--- src/design/uec_pkg.sv ---
// shared types, constants and helper functions of the url escape canonicalizer
// no dependencies; every other design file but uec_if imports it
package uec_pkg;

	localparam int QUEUE_DEPTH_DEF = 4;
	localparam int ADDR_W = 5;
	localparam int DATA_W = 64;

	localparam logic [63:0] MASK_LOW_RST = 64'd8646911293074217213;
	localparam logic [31:0] MASK_HIGH_RST = 32'd2013265921;

	localparam logic [7:0] CH_PCT = 8'h25;
	localparam logic [7:0] CH_U = 8'h75;
	localparam logic [7:0] CH_ZERO = 8'h30;
	localparam logic [7:0] CH_A = 8'h41;
	localparam logic [7:0] CH_LA = 8'h61;
	localparam logic [7:0] CTRL_MAX = 8'h1F;
	localparam logic [7:0] HIGH_MIN = 8'h80;
	localparam logic [15:0] BYTE_MAX = 16'h00FF;

	typedef enum logic [1:0] {
		REG_UNICODE_MODE = 2'd0,
		REG_PERMIT_BAD = 2'd1,
		REG_MASK_LOW = 2'd2,
		REG_MASK_HIGH = 2'd3
	} reg_idx_t;

	// pending escape of the front end
	typedef enum logic [3:0] {
		ESC_NONE = 4'b0001,
		ESC_PCT = 4'b0010,
		ESC_HEX = 4'b0100,
		ESC_UNI = 4'b1000
	} esc_kind_t;

	// how the value of a command is written out after its replay prefix
	typedef enum logic [2:0] {
		TAIL_NONE = 3'd0,
		TAIL_PLAIN = 3'd1,
		TAIL_ESC = 3'd2,
		TAIL_WIDE = 3'd3,
		TAIL_PCT = 3'd4,
		TAIL_FAIL = 3'd5
	} tail_t;

	typedef struct packed {
		logic unicode_mode;
		logic permit_bad_escape;
		logic [63:0] unsafe_mask_low;
		logic [31:0] unsafe_mask_high;
	} cfg_t;

	// one command of the front end: optional '%' plus held bytes, then the tail
	typedef struct packed {
		logic pfx_en;
		logic [2:0] pfx_cnt;
		logic [3:0][7:0] pfx_bytes;
		tail_t tail;
		logic [15:0] value;
		logic last;
	} cmd_t;

	function automatic logic is_hex(input logic [7:0] b);
		return b inside {[8'h30:8'h39], [8'h41:8'h46], [8'h61:8'h66]};
	endfunction

	function automatic logic [3:0] hex_val(input logic [7:0] b);
		logic [7:0] d;
		d = 8'h00;
		if (b inside {[8'h30:8'h39]}) begin
			d = b - CH_ZERO;
		end else if (b inside {[8'h61:8'h66]}) begin
			d = b - CH_LA + 8'd10;
		end else if (b inside {[8'h41:8'h46]}) begin
			d = b - CH_A + 8'd10;
		end
		return d[3:0];
	endfunction

	function automatic logic [7:0] hex_char(input logic [3:0] nib);
		if (nib < 4'd10) begin
			return CH_ZERO + {4'h0, nib};
		end
		return CH_A - 8'd10 + {4'h0, nib};
	endfunction

endpackage

--- src/design/uec_if.sv ---
// valid/ready channel interfaces for the input bytes and the output characters
// no dependencies
interface uec_in_if;
	logic valid;
	logic ready;
	logic [7:0] in_byte;
	logic in_last;

	modport source(output valid, output in_byte, output in_last, input ready);
	modport sink(input valid, input in_byte, input in_last, output ready);
endinterface

interface uec_out_if;
	logic valid;
	logic ready;
	logic [7:0] out_char;
	logic out_last;
	logic out_error;

	modport source(output valid, output out_char, output out_last, output out_error, input ready);
	modport sink(input valid, input out_char, input out_last, input out_error, output ready);
endinterface

--- src/design/uec_front.sv ---
// front end: accepts raw bytes, tracks the pending escape and issues at most one command per byte
// depends on uec_pkg and uec_in_if
module uec_front (
	input logic clk,
	input logic arst_n,
	uec_in_if.sink in_ch,
	input uec_pkg::cfg_t cfg,
	output logic cmd_valid,
	input logic cmd_ready,
	output uec_pkg::cmd_t cmd
);
	import uec_pkg::*;

	esc_kind_t kind_q, kind_n;
	logic [2:0] cnt_q, cnt_n;
	logic [3:0][7:0] buf_q, buf_n;
	logic disc_q, disc_n;

	logic [7:0] b;
	logic last;
	logic b_hex;
	logic [3:0] b_val;
	logic brk;
	logic fail;
	logic accept;

	function automatic tail_t classify(input logic [15:0] v, input logic enc, input cfg_t c);
		logic uns;
		logic [6:0] idx;
		uns = 1'b0;
		idx = v[6:0] - 7'h20;
		if (v[7:0] inside {[8'h20:8'h5F]}) begin
			uns = c.unsafe_mask_low[idx[5:0]];
		end else if (v[7:0] inside {[8'h60:8'h7F]}) begin
			uns = c.unsafe_mask_high[v[4:0]];
		end
		if (v > BYTE_MAX) begin
			return TAIL_WIDE;
		end
		if (v[7:0] <= CTRL_MAX || v[7:0] >= HIGH_MIN || (enc && uns)) begin
			return TAIL_ESC;
		end
		return TAIL_PLAIN;
	endfunction

	assign b = in_ch.in_byte;
	assign last = in_ch.in_last;
	assign b_hex = is_hex(b);
	assign b_val = hex_val(b);
	assign in_ch.ready = cmd_ready;
	assign accept = in_ch.valid && in_ch.ready;

	always_comb begin
		cmd = '0;
		cmd.tail = TAIL_NONE;
		cmd.pfx_bytes = buf_q;
		cmd.value = {8'h00, b};
		cmd.last = last;
		kind_n = kind_q;
		cnt_n = cnt_q;
		buf_n = buf_q;
		disc_n = disc_q;
		brk = 1'b0;
		fail = 1'b0;
		if (disc_q) begin
			if (last) begin
				disc_n = 1'b0;
			end
		end else begin
			case (kind_q)
				ESC_NONE: begin
					if (b == CH_PCT) begin
						kind_n = ESC_PCT;
						cnt_n = 3'd0;
						if (last) begin
							if (cfg.permit_bad_escape) begin
								cmd.pfx_en = 1'b1;
								kind_n = ESC_NONE;
							end else begin
								fail = 1'b1;
							end
						end
					end else begin
						cmd.tail = classify({8'h00, b}, 1'b0, cfg);
					end
				end
				ESC_PCT: begin
					if ((cfg.unicode_mode && b == CH_U) || b_hex) begin
						buf_n[0] = b;
						cnt_n = 3'd1;
						kind_n = b_hex ? ESC_HEX : ESC_UNI;
						if (last) begin
							if (cfg.permit_bad_escape) begin
								cmd.pfx_en = 1'b1;
								cmd.pfx_cnt = 3'd1;
								cmd.pfx_bytes[0] = b;
								kind_n = ESC_NONE;
								cnt_n = 3'd0;
							end else begin
								fail = 1'b1;
							end
						end
					end else begin
						brk = 1'b1;
					end
				end
				ESC_HEX: begin
					if (b_hex) begin
						cmd.value = {8'h00, hex_val(buf_q[0]), b_val};
						cmd.tail = classify(cmd.value, 1'b1, cfg);
						kind_n = ESC_NONE;
						cnt_n = 3'd0;
					end else begin
						brk = 1'b1;
					end
				end
				ESC_UNI: begin
					if (b_hex) begin
						if (cnt_q == 3'd4) begin
							cmd.value = {hex_val(buf_q[1]), hex_val(buf_q[2]),
								hex_val(buf_q[3]), b_val};
							cmd.tail = classify(cmd.value, 1'b1, cfg);
							kind_n = ESC_NONE;
							cnt_n = 3'd0;
						end else begin
							buf_n[cnt_q[1:0]] = b;
							cnt_n = cnt_q + 3'd1;
							if (last) begin
								if (cfg.permit_bad_escape) begin
									cmd.pfx_en = 1'b1;
									cmd.pfx_cnt = cnt_q + 3'd1;
									cmd.pfx_bytes[cnt_q[1:0]] = b;
									kind_n = ESC_NONE;
									cnt_n = 3'd0;
								end else begin
									fail = 1'b1;
								end
							end
						end
					end else begin
						brk = 1'b1;
					end
				end
				default: begin
					kind_n = ESC_NONE;
					cnt_n = 3'd0;
				end
			endcase
			// broken escape: fail unless bad escapes are permitted, else replay the held bytes and treat the byte as fresh
			if (brk) begin
				if (!cfg.permit_bad_escape) begin
					fail = 1'b1;
				end else begin
					cmd.pfx_en = 1'b1;
					cmd.pfx_cnt = cnt_q;
					kind_n = ESC_NONE;
					cnt_n = 3'd0;
					if (b == CH_PCT) begin
						if (last) begin
							cmd.tail = TAIL_PCT;
						end else begin
							kind_n = ESC_PCT;
						end
					end else begin
						cmd.value = {8'h00, b};
						cmd.tail = classify({8'h00, b}, 1'b0, cfg);
					end
				end
			end
			if (fail) begin
				cmd.pfx_en = 1'b0;
				cmd.tail = TAIL_FAIL;
				cmd.value = 16'h0000;
				kind_n = ESC_NONE;
				cnt_n = 3'd0;
				disc_n = !last;
			end
		end
	end

	assign cmd_valid = accept && !disc_q && (cmd.pfx_en || cmd.tail != TAIL_NONE);

	always_ff @(posedge clk or negedge arst_n) begin
		if (!arst_n) begin
			kind_q <= ESC_NONE;
			cnt_q <= 3'd0;
			disc_q <= 1'b0;
		end else if (accept) begin
			kind_q <= kind_n;
			cnt_q <= cnt_n;
			disc_q <= disc_n;
		end
	end

	always_ff @(posedge clk) begin
		if (accept) begin
			buf_q <= buf_n;
		end
	end

`ifndef SYNTHESIS
	a_idle_no_count: assert property (@(posedge clk) disable iff (!arst_n)
		(kind_q == ESC_NONE || kind_q == ESC_PCT) |-> cnt_q == 3'd0)
		else $error("escape count set with no held bytes");
	a_hex_one_byte: assert property (@(posedge clk) disable iff (!arst_n)
		(kind_q == ESC_HEX) |-> cnt_q == 3'd1)
		else $error("two-digit escape must hold exactly one byte");
	a_uni_count: assert property (@(posedge clk) disable iff (!arst_n)
		(kind_q == ESC_UNI) |-> (cnt_q != 3'd0 && cnt_q <= 3'd4))
		else $error("wide escape count out of range");
	a_disc_idle: assert property (@(posedge clk) disable iff (!arst_n)
		disc_q |-> kind_q == ESC_NONE)
		else $error("escape pending while discarding");
`endif

endmodule

--- src/design/uec_queue.sv ---
// short command queue between the front end and the back end
// depends on uec_pkg
module uec_queue #(
	parameter int QUEUE_DEPTH = uec_pkg::QUEUE_DEPTH_DEF
) (
	input logic clk,
	input logic arst_n,
	input logic in_valid,
	output logic in_ready,
	input uec_pkg::cmd_t in_cmd,
	output logic out_valid,
	input logic out_ready,
	output uec_pkg::cmd_t out_cmd
);
	import uec_pkg::*;

	localparam int PTR_W = (QUEUE_DEPTH > 1) ? $clog2(QUEUE_DEPTH) : 1;
	localparam int CNT_W = $clog2(QUEUE_DEPTH + 1);

	cmd_t slot_q [QUEUE_DEPTH];
	logic [PTR_W-1:0] wr_ptr_q;
	logic [PTR_W-1:0] rd_ptr_q;
	logic [CNT_W-1:0] count_q;
	logic push;
	logic pop;

	assign in_ready = count_q != CNT_W'(QUEUE_DEPTH);
	assign out_valid = count_q != '0;
	assign out_cmd = slot_q[rd_ptr_q];
	assign push = in_valid && in_ready;
	assign pop = out_valid && out_ready;

	always_ff @(posedge clk or negedge arst_n) begin
		if (!arst_n) begin
			wr_ptr_q <= '0;
			rd_ptr_q <= '0;
			count_q <= '0;
		end else begin
			if (push) begin
				wr_ptr_q <= (wr_ptr_q == PTR_W'(QUEUE_DEPTH - 1)) ? '0 : wr_ptr_q + PTR_W'(1);
			end
			if (pop) begin
				rd_ptr_q <= (rd_ptr_q == PTR_W'(QUEUE_DEPTH - 1)) ? '0 : rd_ptr_q + PTR_W'(1);
			end
			case ({push, pop})
				2'b10: count_q <= count_q + CNT_W'(1);
				2'b01: count_q <= count_q - CNT_W'(1);
				default: count_q <= count_q;
			endcase
		end
	end

	always_ff @(posedge clk) begin
		if (push) begin
			slot_q[wr_ptr_q] <= in_cmd;
		end
	end

`ifndef SYNTHESIS
	a_count_bound: assert property (@(posedge clk) disable iff (!arst_n)
		count_q <= CNT_W'(QUEUE_DEPTH))
		else $error("queue count beyond depth");
	a_no_push_full: assert property (@(posedge clk) disable iff (!arst_n)
		in_valid |-> in_ready)
		else $error("command offered while queue full");
	a_empty_ptrs: assert property (@(posedge clk) disable iff (!arst_n)
		(count_q == '0) |-> rd_ptr_q == wr_ptr_q)
		else $error("empty queue with unequal pointers");
`endif

endmodule

--- src/design/uec_back.sv ---
// back end: expands each command into output characters, one beat per cycle while the output is ready
// depends on uec_pkg and uec_out_if
module uec_back (
	input logic clk,
	input logic arst_n,
	input logic cmd_valid,
	output logic cmd_ready,
	input uec_pkg::cmd_t cmd,
	uec_out_if.source out_ch
);
	import uec_pkg::*;

	cmd_t cmd_q;
	logic busy_q;
	logic [3:0] pos_q;
	logic out_valid_q;
	logic [7:0] char_q;
	logic last_q;
	logic err_q;

	logic [3:0] pfx_len;
	logic [3:0] tail_len;
	logic [3:0] total_len;
	logic [3:0] tpos;
	logic [3:0] pidx;
	logic final_beat;
	logic advance;
	logic [7:0] char_n;
	logic err_n;
	logic last_n;

	assign pfx_len = cmd_q.pfx_en ? {1'b0, cmd_q.pfx_cnt} + 4'd1 : 4'd0;

	always_comb begin
		case (cmd_q.tail)
			TAIL_PLAIN, TAIL_PCT, TAIL_FAIL: tail_len = 4'd1;
			TAIL_ESC: tail_len = 4'd3;
			TAIL_WIDE: tail_len = 4'd6;
			default: tail_len = 4'd0;
		endcase
	end

	assign total_len = pfx_len + tail_len;
	assign tpos = pos_q - pfx_len;
	assign pidx = pos_q - 4'd1;
	assign final_beat = pos_q == total_len - 4'd1;

	always_comb begin
		char_n = 8'h00;
		err_n = 1'b0;
		if (pos_q < pfx_len) begin
			char_n = (pos_q == 4'd0) ? CH_PCT : cmd_q.pfx_bytes[pidx[1:0]];
		end else begin
			case (cmd_q.tail)
				TAIL_PLAIN: char_n = cmd_q.value[7:0];
				TAIL_PCT: char_n = CH_PCT;
				TAIL_FAIL: err_n = 1'b1;
				TAIL_ESC: begin
					case (tpos)
						4'd0: char_n = CH_PCT;
						4'd1: char_n = hex_char(cmd_q.value[7:4]);
						default: char_n = hex_char(cmd_q.value[3:0]);
					endcase
				end
				TAIL_WIDE: begin
					case (tpos)
						4'd0: char_n = CH_PCT;
						4'd1: char_n = CH_U;
						4'd2: char_n = hex_char(cmd_q.value[15:12]);
						4'd3: char_n = hex_char(cmd_q.value[11:8]);
						4'd4: char_n = hex_char(cmd_q.value[7:4]);
						default: char_n = hex_char(cmd_q.value[3:0]);
					endcase
				end
				default: char_n = 8'h00;
			endcase
		end
	end

	assign last_n = final_beat && (cmd_q.last || cmd_q.tail == TAIL_FAIL);
	assign advance = busy_q && (!out_valid_q || out_ch.ready);
	// next command loads in the same cycle the current one sends its final beat
	assign cmd_ready = !busy_q || (advance && final_beat);

	always_ff @(posedge clk or negedge arst_n) begin
		if (!arst_n) begin
			busy_q <= 1'b0;
			pos_q <= 4'd0;
			out_valid_q <= 1'b0;
		end else begin
			if (cmd_valid && cmd_ready) begin
				busy_q <= 1'b1;
				pos_q <= 4'd0;
			end else if (advance && final_beat) begin
				busy_q <= 1'b0;
			end else if (advance) begin
				pos_q <= pos_q + 4'd1;
			end
			if (advance) begin
				out_valid_q <= 1'b1;
			end else if (out_ch.ready) begin
				out_valid_q <= 1'b0;
			end
		end
	end

	always_ff @(posedge clk) begin
		if (cmd_valid && cmd_ready) begin
			cmd_q <= cmd;
		end
		if (advance) begin
			char_q <= char_n;
			last_q <= last_n;
			err_q <= err_n;
		end
	end

	assign out_ch.valid = out_valid_q;
	assign out_ch.out_char = char_q;
	assign out_ch.out_last = last_q;
	assign out_ch.out_error = err_q;

`ifndef SYNTHESIS
	a_pos_in_range: assert property (@(posedge clk) disable iff (!arst_n)
		busy_q |-> pos_q < total_len)
		else $error("beat position past end of command");
	a_error_beat: assert property (@(posedge clk) disable iff (!arst_n)
		(out_valid_q && err_q) |-> (last_q && char_q == 8'h00))
		else $error("error beat must be a final zero character");
	a_fail_alone: assert property (@(posedge clk) disable iff (!arst_n)
		(busy_q && cmd_q.tail == TAIL_FAIL) |-> !cmd_q.pfx_en)
		else $error("error command carries a replay prefix");
`endif

endmodule

--- src/design/url_escape_canonicalizer_core.sv ---
// url escape canonicalizer top level: apb register file, front end, command queue, back end
// path: a byte's command is queued, then the back end registers its characters
// throughput: one character per cycle leaves the back end while the output is ready;
// a byte yields 0 to 8 characters, and bytes enter every cycle while the queue has room
// reset: arst_n clears escape state, queue and output valid, and restores register defaults
// depends on uec_pkg, uec_if, uec_front, uec_queue and uec_back
module url_escape_canonicalizer_core #(
	parameter int QUEUE_DEPTH = uec_pkg::QUEUE_DEPTH_DEF
) (
	input logic clk,
	input logic arst_n,
	uec_in_if.sink in_ch,
	uec_out_if.source out_ch,
	input logic psel,
	input logic penable,
	input logic pwrite,
	input logic [uec_pkg::ADDR_W-1:0] paddr,
	input logic [uec_pkg::DATA_W-1:0] pwdata,
	output logic [uec_pkg::DATA_W-1:0] prdata,
	output logic pready
);
	import uec_pkg::*;

	cfg_t cfg_q;
	reg_idx_t reg_idx;
	logic fq_valid;
	logic fq_ready;
	cmd_t fq_cmd;
	logic qb_valid;
	logic qb_ready;
	cmd_t qb_cmd;

	assign reg_idx = reg_idx_t'(paddr[4:3]);
	assign pready = 1'b1;

	always_ff @(posedge clk or negedge arst_n) begin
		if (!arst_n) begin
			cfg_q.unicode_mode <= 1'b0;
			cfg_q.permit_bad_escape <= 1'b0;
			cfg_q.unsafe_mask_low <= MASK_LOW_RST;
			cfg_q.unsafe_mask_high <= MASK_HIGH_RST;
		end else if (psel && penable && pwrite && pready) begin
			case (reg_idx)
				REG_UNICODE_MODE: cfg_q.unicode_mode <= pwdata[0];
				REG_PERMIT_BAD: cfg_q.permit_bad_escape <= pwdata[0];
				REG_MASK_LOW: cfg_q.unsafe_mask_low <= pwdata;
				REG_MASK_HIGH: cfg_q.unsafe_mask_high <= pwdata[31:0];
				default: cfg_q <= cfg_q;
			endcase
		end
	end

	always_comb begin
		case (reg_idx)
			REG_UNICODE_MODE: prdata = {63'd0, cfg_q.unicode_mode};
			REG_PERMIT_BAD: prdata = {63'd0, cfg_q.permit_bad_escape};
			REG_MASK_LOW: prdata = cfg_q.unsafe_mask_low;
			REG_MASK_HIGH: prdata = {32'd0, cfg_q.unsafe_mask_high};
			default: prdata = '0;
		endcase
	end

	uec_front u_front (
		.clk(clk),
		.arst_n(arst_n),
		.in_ch(in_ch),
		.cfg(cfg_q),
		.cmd_valid(fq_valid),
		.cmd_ready(fq_ready),
		.cmd(fq_cmd)
	);

	uec_queue #(
		.QUEUE_DEPTH(QUEUE_DEPTH)
	) u_queue (
		.clk(clk),
		.arst_n(arst_n),
		.in_valid(fq_valid),
		.in_ready(fq_ready),
		.in_cmd(fq_cmd),
		.out_valid(qb_valid),
		.out_ready(qb_ready),
		.out_cmd(qb_cmd)
	);

	uec_back u_back (
		.clk(clk),
		.arst_n(arst_n),
		.cmd_valid(qb_valid),
		.cmd_ready(qb_ready),
		.cmd(qb_cmd),
		.out_ch(out_ch)
	);

endmodule
--- src/flat_wrapper.sv ---
// flat-port wrapper written by rule: the top's interface ports become plain ports
module url_escape_canonicalizer_core_flat import uec_pkg::*;
#(
	parameter int QUEUE_DEPTH = uec_pkg::QUEUE_DEPTH_DEF
)
  (clk, arst_n, psel, penable, pwrite, paddr, pwdata, prdata, pready, in_ch_valid, in_ch_in_byte, in_ch_in_last, in_ch_ready, out_ch_valid, out_ch_out_char, out_ch_out_last, out_ch_out_error, out_ch_ready);
  uec_in_if in_ch_i ();
  uec_out_if out_ch_i ();
  input logic clk;
  input logic arst_n;
  input logic psel;
  input logic penable;
  input logic pwrite;
  input logic [uec_pkg::ADDR_W-1:0] paddr;
  input logic [uec_pkg::DATA_W-1:0] pwdata;
  output logic [uec_pkg::DATA_W-1:0] prdata;
  output logic pready;
  input wire logic [$bits(in_ch_i.valid)-1:0] in_ch_valid;
  input wire logic [$bits(in_ch_i.in_byte)-1:0] in_ch_in_byte;
  input wire logic [$bits(in_ch_i.in_last)-1:0] in_ch_in_last;
  output wire logic [$bits(in_ch_i.ready)-1:0] in_ch_ready;
  output wire logic [$bits(out_ch_i.valid)-1:0] out_ch_valid;
  output wire logic [$bits(out_ch_i.out_char)-1:0] out_ch_out_char;
  output wire logic [$bits(out_ch_i.out_last)-1:0] out_ch_out_last;
  output wire logic [$bits(out_ch_i.out_error)-1:0] out_ch_out_error;
  input wire logic [$bits(out_ch_i.ready)-1:0] out_ch_ready;
  assign in_ch_i.valid = in_ch_valid;
  assign in_ch_i.in_byte = in_ch_in_byte;
  assign in_ch_i.in_last = in_ch_in_last;
  assign in_ch_ready = in_ch_i.ready;
  assign out_ch_valid = out_ch_i.valid;
  assign out_ch_out_char = out_ch_i.out_char;
  assign out_ch_out_last = out_ch_i.out_last;
  assign out_ch_out_error = out_ch_i.out_error;
  assign out_ch_i.ready = out_ch_ready;
  url_escape_canonicalizer_core #(.QUEUE_DEPTH(QUEUE_DEPTH)) u_core (.clk(clk), .arst_n(arst_n), .in_ch(in_ch_i), .out_ch(out_ch_i), .psel(psel), .penable(penable), .pwrite(pwrite), .paddr(paddr), .pwdata(pwdata), .prdata(prdata), .pready(pready));
endmodule
--- config.mk ---
export PLATFORM = sky130hd
export DESIGN_NAME = url_escape_canonicalizer_core_flat
export DESIGN_NICKNAME = d
export VERILOG_FILES = /design/src/design/uec_pkg.sv /design/src/design/uec_if.sv /design/src/design/uec_front.sv /design/src/design/uec_queue.sv /design/src/design/uec_back.sv /design/src/design/url_escape_canonicalizer_core.sv /design/src/flat_wrapper.sv
export SDC_FILE = /design/constraint.sdc
export NUM_CORES = 1
export LEC_CHECK = 0
export BUFFER_PORTS_ARGS = -buffer_cell sky130_fd_sc_hd__buf_4
export CAP_MARGIN = 20
export CORE_MARGIN = 2
export CORE_UTILIZATION = 55
export DETAILED_ROUTE_END_ITERATION = 8
export GPL_TIMING_DRIVEN = 0
export PLACE_DENSITY = 0.77
export SYNTH_ARGS = -nofsm -noshare
export SYNTH_HDL_FRONTEND = slang
export SYNTH_HIERARCHICAL = 1
export SYNTH_SLANG_ARGS = --single-unit
export TNS_END_PERCENT = 20
--- constraint.sdc ---
create_clock -name clk -period 4.8 [get_ports clk]
set_input_delay 0.48 -clock clk [delete_from_list [all_inputs] [get_ports clk]]
set_output_delay 0.48 -clock clk [all_outputs]
set_load 0.01 [all_outputs]
After elaboration in Yosys (flattened, before gate mapping)
Memories as Yosys holds them, arrays and structs flattened. A register that Yosys moved wholly into a read port is not among the register bits. Cells that the tools add are included. W data, S select, Z words.

Register bits after elaboration: 161. Memories: 1. RAM bits: 224. Output and inout port bits: 77. Input bits: 85. Logic and storage cells: 449.

$add $sub $neg: 46. Reduce and logical (&&, ||, !) cells: 68. Muxes and demuxes: 226. Order comparisons: 57. Eq/ne operators: 29. Bitwise operators: 2.

Memories: u_core.u_queue.slot_q (depth 4, bits a word 56, rd ports 1, clocked after Yosys merged registers in 1, wr ports 1, RTL line uec_queue.sv:20) `cmd_t slot_q [QUEUE_DEPTH];`.

Operators with widths (number): $pmux W64 S4 (1); $mux W4 (52); $mux W8 (20); $le A8 B7 Y1 const B (14); $mux W55 (2); $mux W36 (3); $ge A8 B7 Y1 const B (12); $mux W19 (5); $mux W1 (87); $mux W3 (26); $sub A4 B1 Y4 const B (16); $add A6 B4 Y7 const A (8); $ge A8 B6 Y1 const B (7); $pmux W8 S2 (3); $add A4 B4 Y4 const B (10); $le A8 B6 Y1 const B (5); $pmux W8 S5 (1); $bwmux W32 (1); $pmux W16 S2 (1); $pmux W8 S4 (1); $logic_and A1 B1 Y1 (31); $ge A8 B8 Y1 const B (3); $le A8 B5 Y1 const B (3); $mux W24 (1); other kinds (56) (115).

Logic depth before layout (Yosys ltp)
Word-level depth: 41. Depth in mapped cells: 26. Gate-level depth less buffers: 21.

By module
The synthesis kept the hierarchy.

By module, submodules not included: uec_queue (instances 1, cells each 333, seq. area each 6901.6 µm², area each 8534.4 µm²); uec_front (instances 1, cells each 743, seq. area each 1162.4 µm², area each 5824.3 µm²); url_escape_canonicalizer_core (instances 1, cells each 321, seq. area each 2484.9 µm², area each 4818.4 µm²); uec_back (instances 1, cells each 324, seq. area each 2132.0 µm², area each 3930.0 µm²).

Worst setup path after synthesis
No wires, ideal clock.

Path kind: input to register. Start point: in in_ch_in_byte[0]. End point: reg u_core.u_queue.count_q[2]. Data arrival time: 5248 ps. Stages on the path: 25. Path slack: -527 ps. Data required time: 4721 ps. Path buffers: 4. Setup time: 79 ps. Cells stage by stage: buf_2 -> inv_2 -> clkbuf_1 -> ha_1 -> or3b_1 -> buf_2 -> nand4_1 -> buf_2 -> and4_1 -> a31oi_1 -> a32oi_1 -> nand2_1 -> a221o_1 -> or4b_4 -> nand4_1 -> nand3_1 -> o41a_1 -> and2_4 -> inv_1 -> ha_1 -> inv_1 -> fa_1 -> xor2_1 -> nor2_1 -> xor2_1.

Cells in the longest elaborated chain, start to end: 37. Elaborated cells on any way between the ends: 131. Classes of those cells: add/sub: 7; order compare: 21; eq/ne: 4; mux: 79; reduce/logical: 20.

Ends and longest elaborated chain: start, declared (RTL line flat_wrapper.sv:19) `input wire logic [$bits(in_ch_i.in_byte)-1:0] in_ch_in_byte;`; $sub A4 B1 Y4, or another cell as far along (RTL line uec_pkg.sv:73, uec_pkg.sv:75); $add A4 B4 Y4 / $logic_and A1 B1 Y1 (equally long branches); $mux W4 (RTL line uec_pkg.sv:74) `end else if (b inside {[8'h41:8'h46]}) begin`; $mux W4 (RTL line uec_pkg.sv:72) `end else if (b inside {[8'h61:8'h66]}) begin`; $mux W4 (RTL line uec_pkg.sv:70) `if (b inside {[8'h30:8'h39]}) begin`; $sub A6 B6 Y6, or another cell as far along (RTL line uec_front.sv:31) `idx = v[6:0] - 7'h20;`; $bmux W1 S6, or another cell as far along (RTL line uec_front.sv:33) `uns = c.unsafe_mask_low[idx[5:0]];`; $mux W1, on equally long branches (RTL line uec_front.sv:33, uec_front.sv:34); [22 not listed]; $mux W55 * (RTL line uec_front.sv:65) `if (disc_q) begin`; $reduce_bool A3 Y1 (RTL line uec_front.sv:181) `assign cmd_valid = accept && !disc_q && (cmd.pfx_en || cmd.tail != TAIL_NONE);`; $logic_or A1 B1 Y1 * (RTL line uec_front.sv:181); $logic_and A1 B1 Y1 * (RTL line uec_front.sv:181); via u_core.fq_valid (RTL line url_escape_canonicalizer_core.sv:26) `logic fq_valid;`; $logic_and A1 B1 Y1 * (RTL line uec_queue.sv:30) `assign push = in_valid && in_ready;`; $eq A2 B1 Y1 / $eq A2 B2 Y1 (equally long branches) (RTL line uec_queue.sv:45) `case ({push, pop})`; $pmux W3 S2 / $reduce_bool A2 Y1 (equally long branches); end signal, assigned (RTL line uec_queue.sv:46) `2'b10: count_q <= count_q + CNT_W'(1);`; end signal, assigned (RTL line uec_queue.sv:47) `2'b01: count_q <= count_q - CNT_W'(1);`; end signal, assigned (RTL line uec_queue.sv:48) `default: count_q <= count_q;`; end, declared (RTL line uec_queue.sv:23) `logic [CNT_W-1:0] count_q;`.

The timed path passes the listed nets; every way through them passes the cells marked *. The select of a mux whose other input is x is not followed. A chain may end at the register's enable or synchronous reset.

==> qor.txt <==
Post-synthesis sequential area ratio - 54.9%
Post-layout min period - 4690 ps
Yosys cell types - 106
Initial Utilization - 55.5%
Average size of a mapped cell - 13.4 um^2
Total CTS buffers - 45
CP max FO - 10
Pin count of the biggest net entering global routing - 99
Worst-Margin Slew - 1120 ps
Pre-antenna DRT Iters - 6
IO Port Bufs - 154
Status - complete, no violations
Core footprint - 41,700 um^2
Tcrit/Tclk final - 97.7%
DR vias - 16.3k
1st-iter DRT viols - 1,742
Largest family of logic cells by synthesized area - multiplexers
Synth Area in Adders - 2.43%
Relative slew margins - 24.5%
Fraction of registers with async set/reset - 27.0%
Max_cap viols - 0
Die area - 43,700 um^2
Drc violations - 0
Leak - 9.74 nW
Ys flop type - edfxtp_1
Worst-path clk slew - 60 ps
Total power - 13.0 mW
Post-Syn Area - 23,100 um^2
Total negative slack - 0 ps
XOR/XNOR share of the synthesized area - 0.845%
Fin. max-slew vios - 0
Chip height - 209 um
Number of nets in the layout - 2,089
Antenna-violating nets left - 0
Finish-stage setup viols - 0
H-tree depth - 2
Critical path's slowest cell - o41a_1
Worst hold-check path type - primary input to flop
FP Rows - 75
Complex-gate fraction of the synthesized area - 10.8%
Critical path's largest stage delay - 470 ps
Peak VDD IR - 0.000263 V
FF+latch count, synth - 441
Clock Path Buffers - 3
Synth Instances - 1,721
Root buf cell - clkbuf_16
CTS tree - built
CP bufs+invs - 7
Yosys Warn Count - 6
Vias in the first global route - 16.3k
First-pass GRT wire length - 98,100 um
Ratio of cells with drive above 1 in the final layout - 32.6%
Synth Area in Simple Gates - 10.1%
CP delay by family, top - simple AND/OR/NAND/NOR gates
IO Count - 162
Mux share of post-synthesis cell area - 17.5%
Critical Path Sink Type - flop
Crit path kind - primary input to flop
Crit path DAT - 5210 ps
Worst clock skew - 33.6 ps
Clock sinks - 441
Area Growth Syn to Fin - 17.6%
Hold_ws - 99.1 ps
Routed WL - 64,500 um
Post-synth EDFFs - 322
Routed len/inst - 25.4 um
Endpoints failing hold - 0
Syn nets - 1,849
GP Congestion - 0.992
Vias per Instance - 6.43
Later-pin clock latency in the skew report - 600 ps
Final HPWL DP - 45,000 um
Initial antenna violation count - 2
Gr usage total - 29.7%
Max Freq - 213 MHz
Req. time, crit path - 5320 ps
Worst setup SP type - primary input
Die W - 209 um
Pwr Density - 479 nW/um^2
Overflow after GRT - 0
==> layer usage <==
metal | share of wire (%) | track usage, % | wire length [um] | vias up
met5 | 0 | 0 | 0 | -
met4 | 3.2 | 10.1 | 2060 | 0
met2 | 49 | 48.8 | 31500 | 840
met1 | 39 | 39.6 | 25400 | 8198
li1 | - | - | - | 7144
met3 | 8.6 | 6.24 | 5550 | 142
==> synthesized netlist by cell type (all sizes together), types with 12 or more instances <==
| master | count | area [um^2] |
|---|---|---|
| dfrtp | 92 | 2300 |
| ha | 40 | 500 |
| mux2i | 55 | 551 |
| nor2 | 63 | 249 |
| o21ai | 100 | 504 |
| nor3 | 16 | 80.1 |
| nand2b | 12 | 75.1 |
| buf | 56 | 449 |
| mux2 | 160 | 2030 |
| and2 | 57 | 364 |
| nand2 | 106 | 408 |
| nor2b | 51 | 327 |
| nand3 | 50 | 250 |
| mux4 | 65 | 1460 |
| clkbuf | 42 | 159 |
| edfxtp | 322 | 9670 |
| a21oi | 84 | 424 |
| o32ai | 13 | 133 |
| o211ai | 15 | 123 |
| dfstp | 27 | 709 |
| a22oi | 22 | 165 |
| inv | 47 | 176 |
| a22o | 22 | 193 |
==> placed cells by master (no fill, tap or decap), drive strengths merged, types with 6 or more instances in the layout <==
master	Yosys	layout
edfxtp	322	322
buf	56	244
mux2	160	160
nand2	106	106
clkbuf	42	103
o21ai	100	100
dfrtp	92	92
a21oi	84	84
mux4	65	65
nor2	63	63
and2	57	57
mux2i	55	55
nor2b	51	51
nand3	50	50
inv	47	50
ha	40	40
dfstp	27	27
a22oi	22	22
a22o	22	22
nor3	16	16
o211ai	15	15
clkinv	0	15
and3	11	15
o32ai	13	13
nand2b	12	12
nand4	11	11
a31oi	11	11
nor4b	10	10
xor2	9	9
xnor2	9	9
a211oi	9	9
a221oi	8	8
o22ai	7	7
o31ai	7	7
a21o	6	6
nor3b	6	6
o21bai	6	6
a32oi	6	6
==> kinds of logic after synthesis <==
group | Yosys count
flip-flops | 441
AND/OR/NAND/NOR | 423
AO/OA/AOI/OAI | 369
multiplexers | 280
buffers and inverters | 145
adder cells (fa/ha/maj) | 43
XOR/XNOR | 19
other | 1
==> registers in the layout, summed over array words and instances (netlist names), 2 cells and up <==
signal and cells:
u_core/u_queue/slot_q 224, u_core/cfg_q 98, u_core/u_back/cmd_q 56, u_core/u_front/buf_q 32, u_core/u_back/out_ch.out_char 8, u_core/u_back/pos_q 4
u_core/u_front/kind_q 4, u_core/u_front/cnt_q 3, u_core/u_queue/count_q 3, u_core/u_queue/rd_ptr_q 2, u_core/u_queue/wr_ptr_q 2
==> path summary, 6_finish.rpt <==
check                                     startpoint                        end  slack (ps)  cells after the start
min in group asynchronous                     arst_n     u_core/u_back/pos_q[3]         320                      2
setup reg to reg            u_core/u_front/kind_q[2]  u_core/u_queue/count_q[2]         260                     17
hold reg to reg            u_core/u_queue/count_q[2]  u_core/u_queue/count_q[2]         490                      1
max in group asynchronous                     arst_n           u_core/cfg_q[58]        3660                      3
setup / recovery                    in_ch_in_byte[1]  u_core/u_queue/count_q[2]         110                     25
hold / removal                           in_ch_valid      u_core/u_front/disc_q         100                      2
==> power by group <==
part	total, mW	leakage [nW]	internal (mW)	switching, mW
combinational	4.22	4.98	1.91	2.31
clock	3.49	0.719	1.99	1.50
sequential	5.32	4.04	4.86	0.460
total	13.0	9.74	8.76	4.27
==> layout make-up <==
class / count / area (um^2)
Multi-Input combinational cell: 1139 / 9940
Inverter: 47 / 191
Buffer: 95 / 666
Sequential cell: 441 / 12700
Antenna cell: 2 / 5.00
Fill cell: 3045 / 14500
Timing Repair Buffer: 192 / 1550
Clock buffer: 62 / 1240
Tap cell: 539 / 674
Clock inverter: 21 / 233
==> stage by stage <==
stage	cells	setup WS [ps]	area, um^2	util [%]
5_1_grt	2538	-8.06	27200	65.2
2_1_floorplan	1721	-16.4	23200	-
6_report	2538	112	27200	65.2
4_1_cts	2525	9.04	27000	64.7
3_3_place_gp	2414	-1550	25000	60.1
3_5_place_dp	2424	-1080	25200	60.5
==> timing repair <==
item	in CTS	in global routing
hold buffers	1	0
gates resized for setup	34	37
pin swaps	12	19
endpoints found under the setup margin	226	175
hold endpoints to repair	19	0
cloned	5	0
setup buffers	13	13
Note: power is estimated with default switching activity, not from simulation.
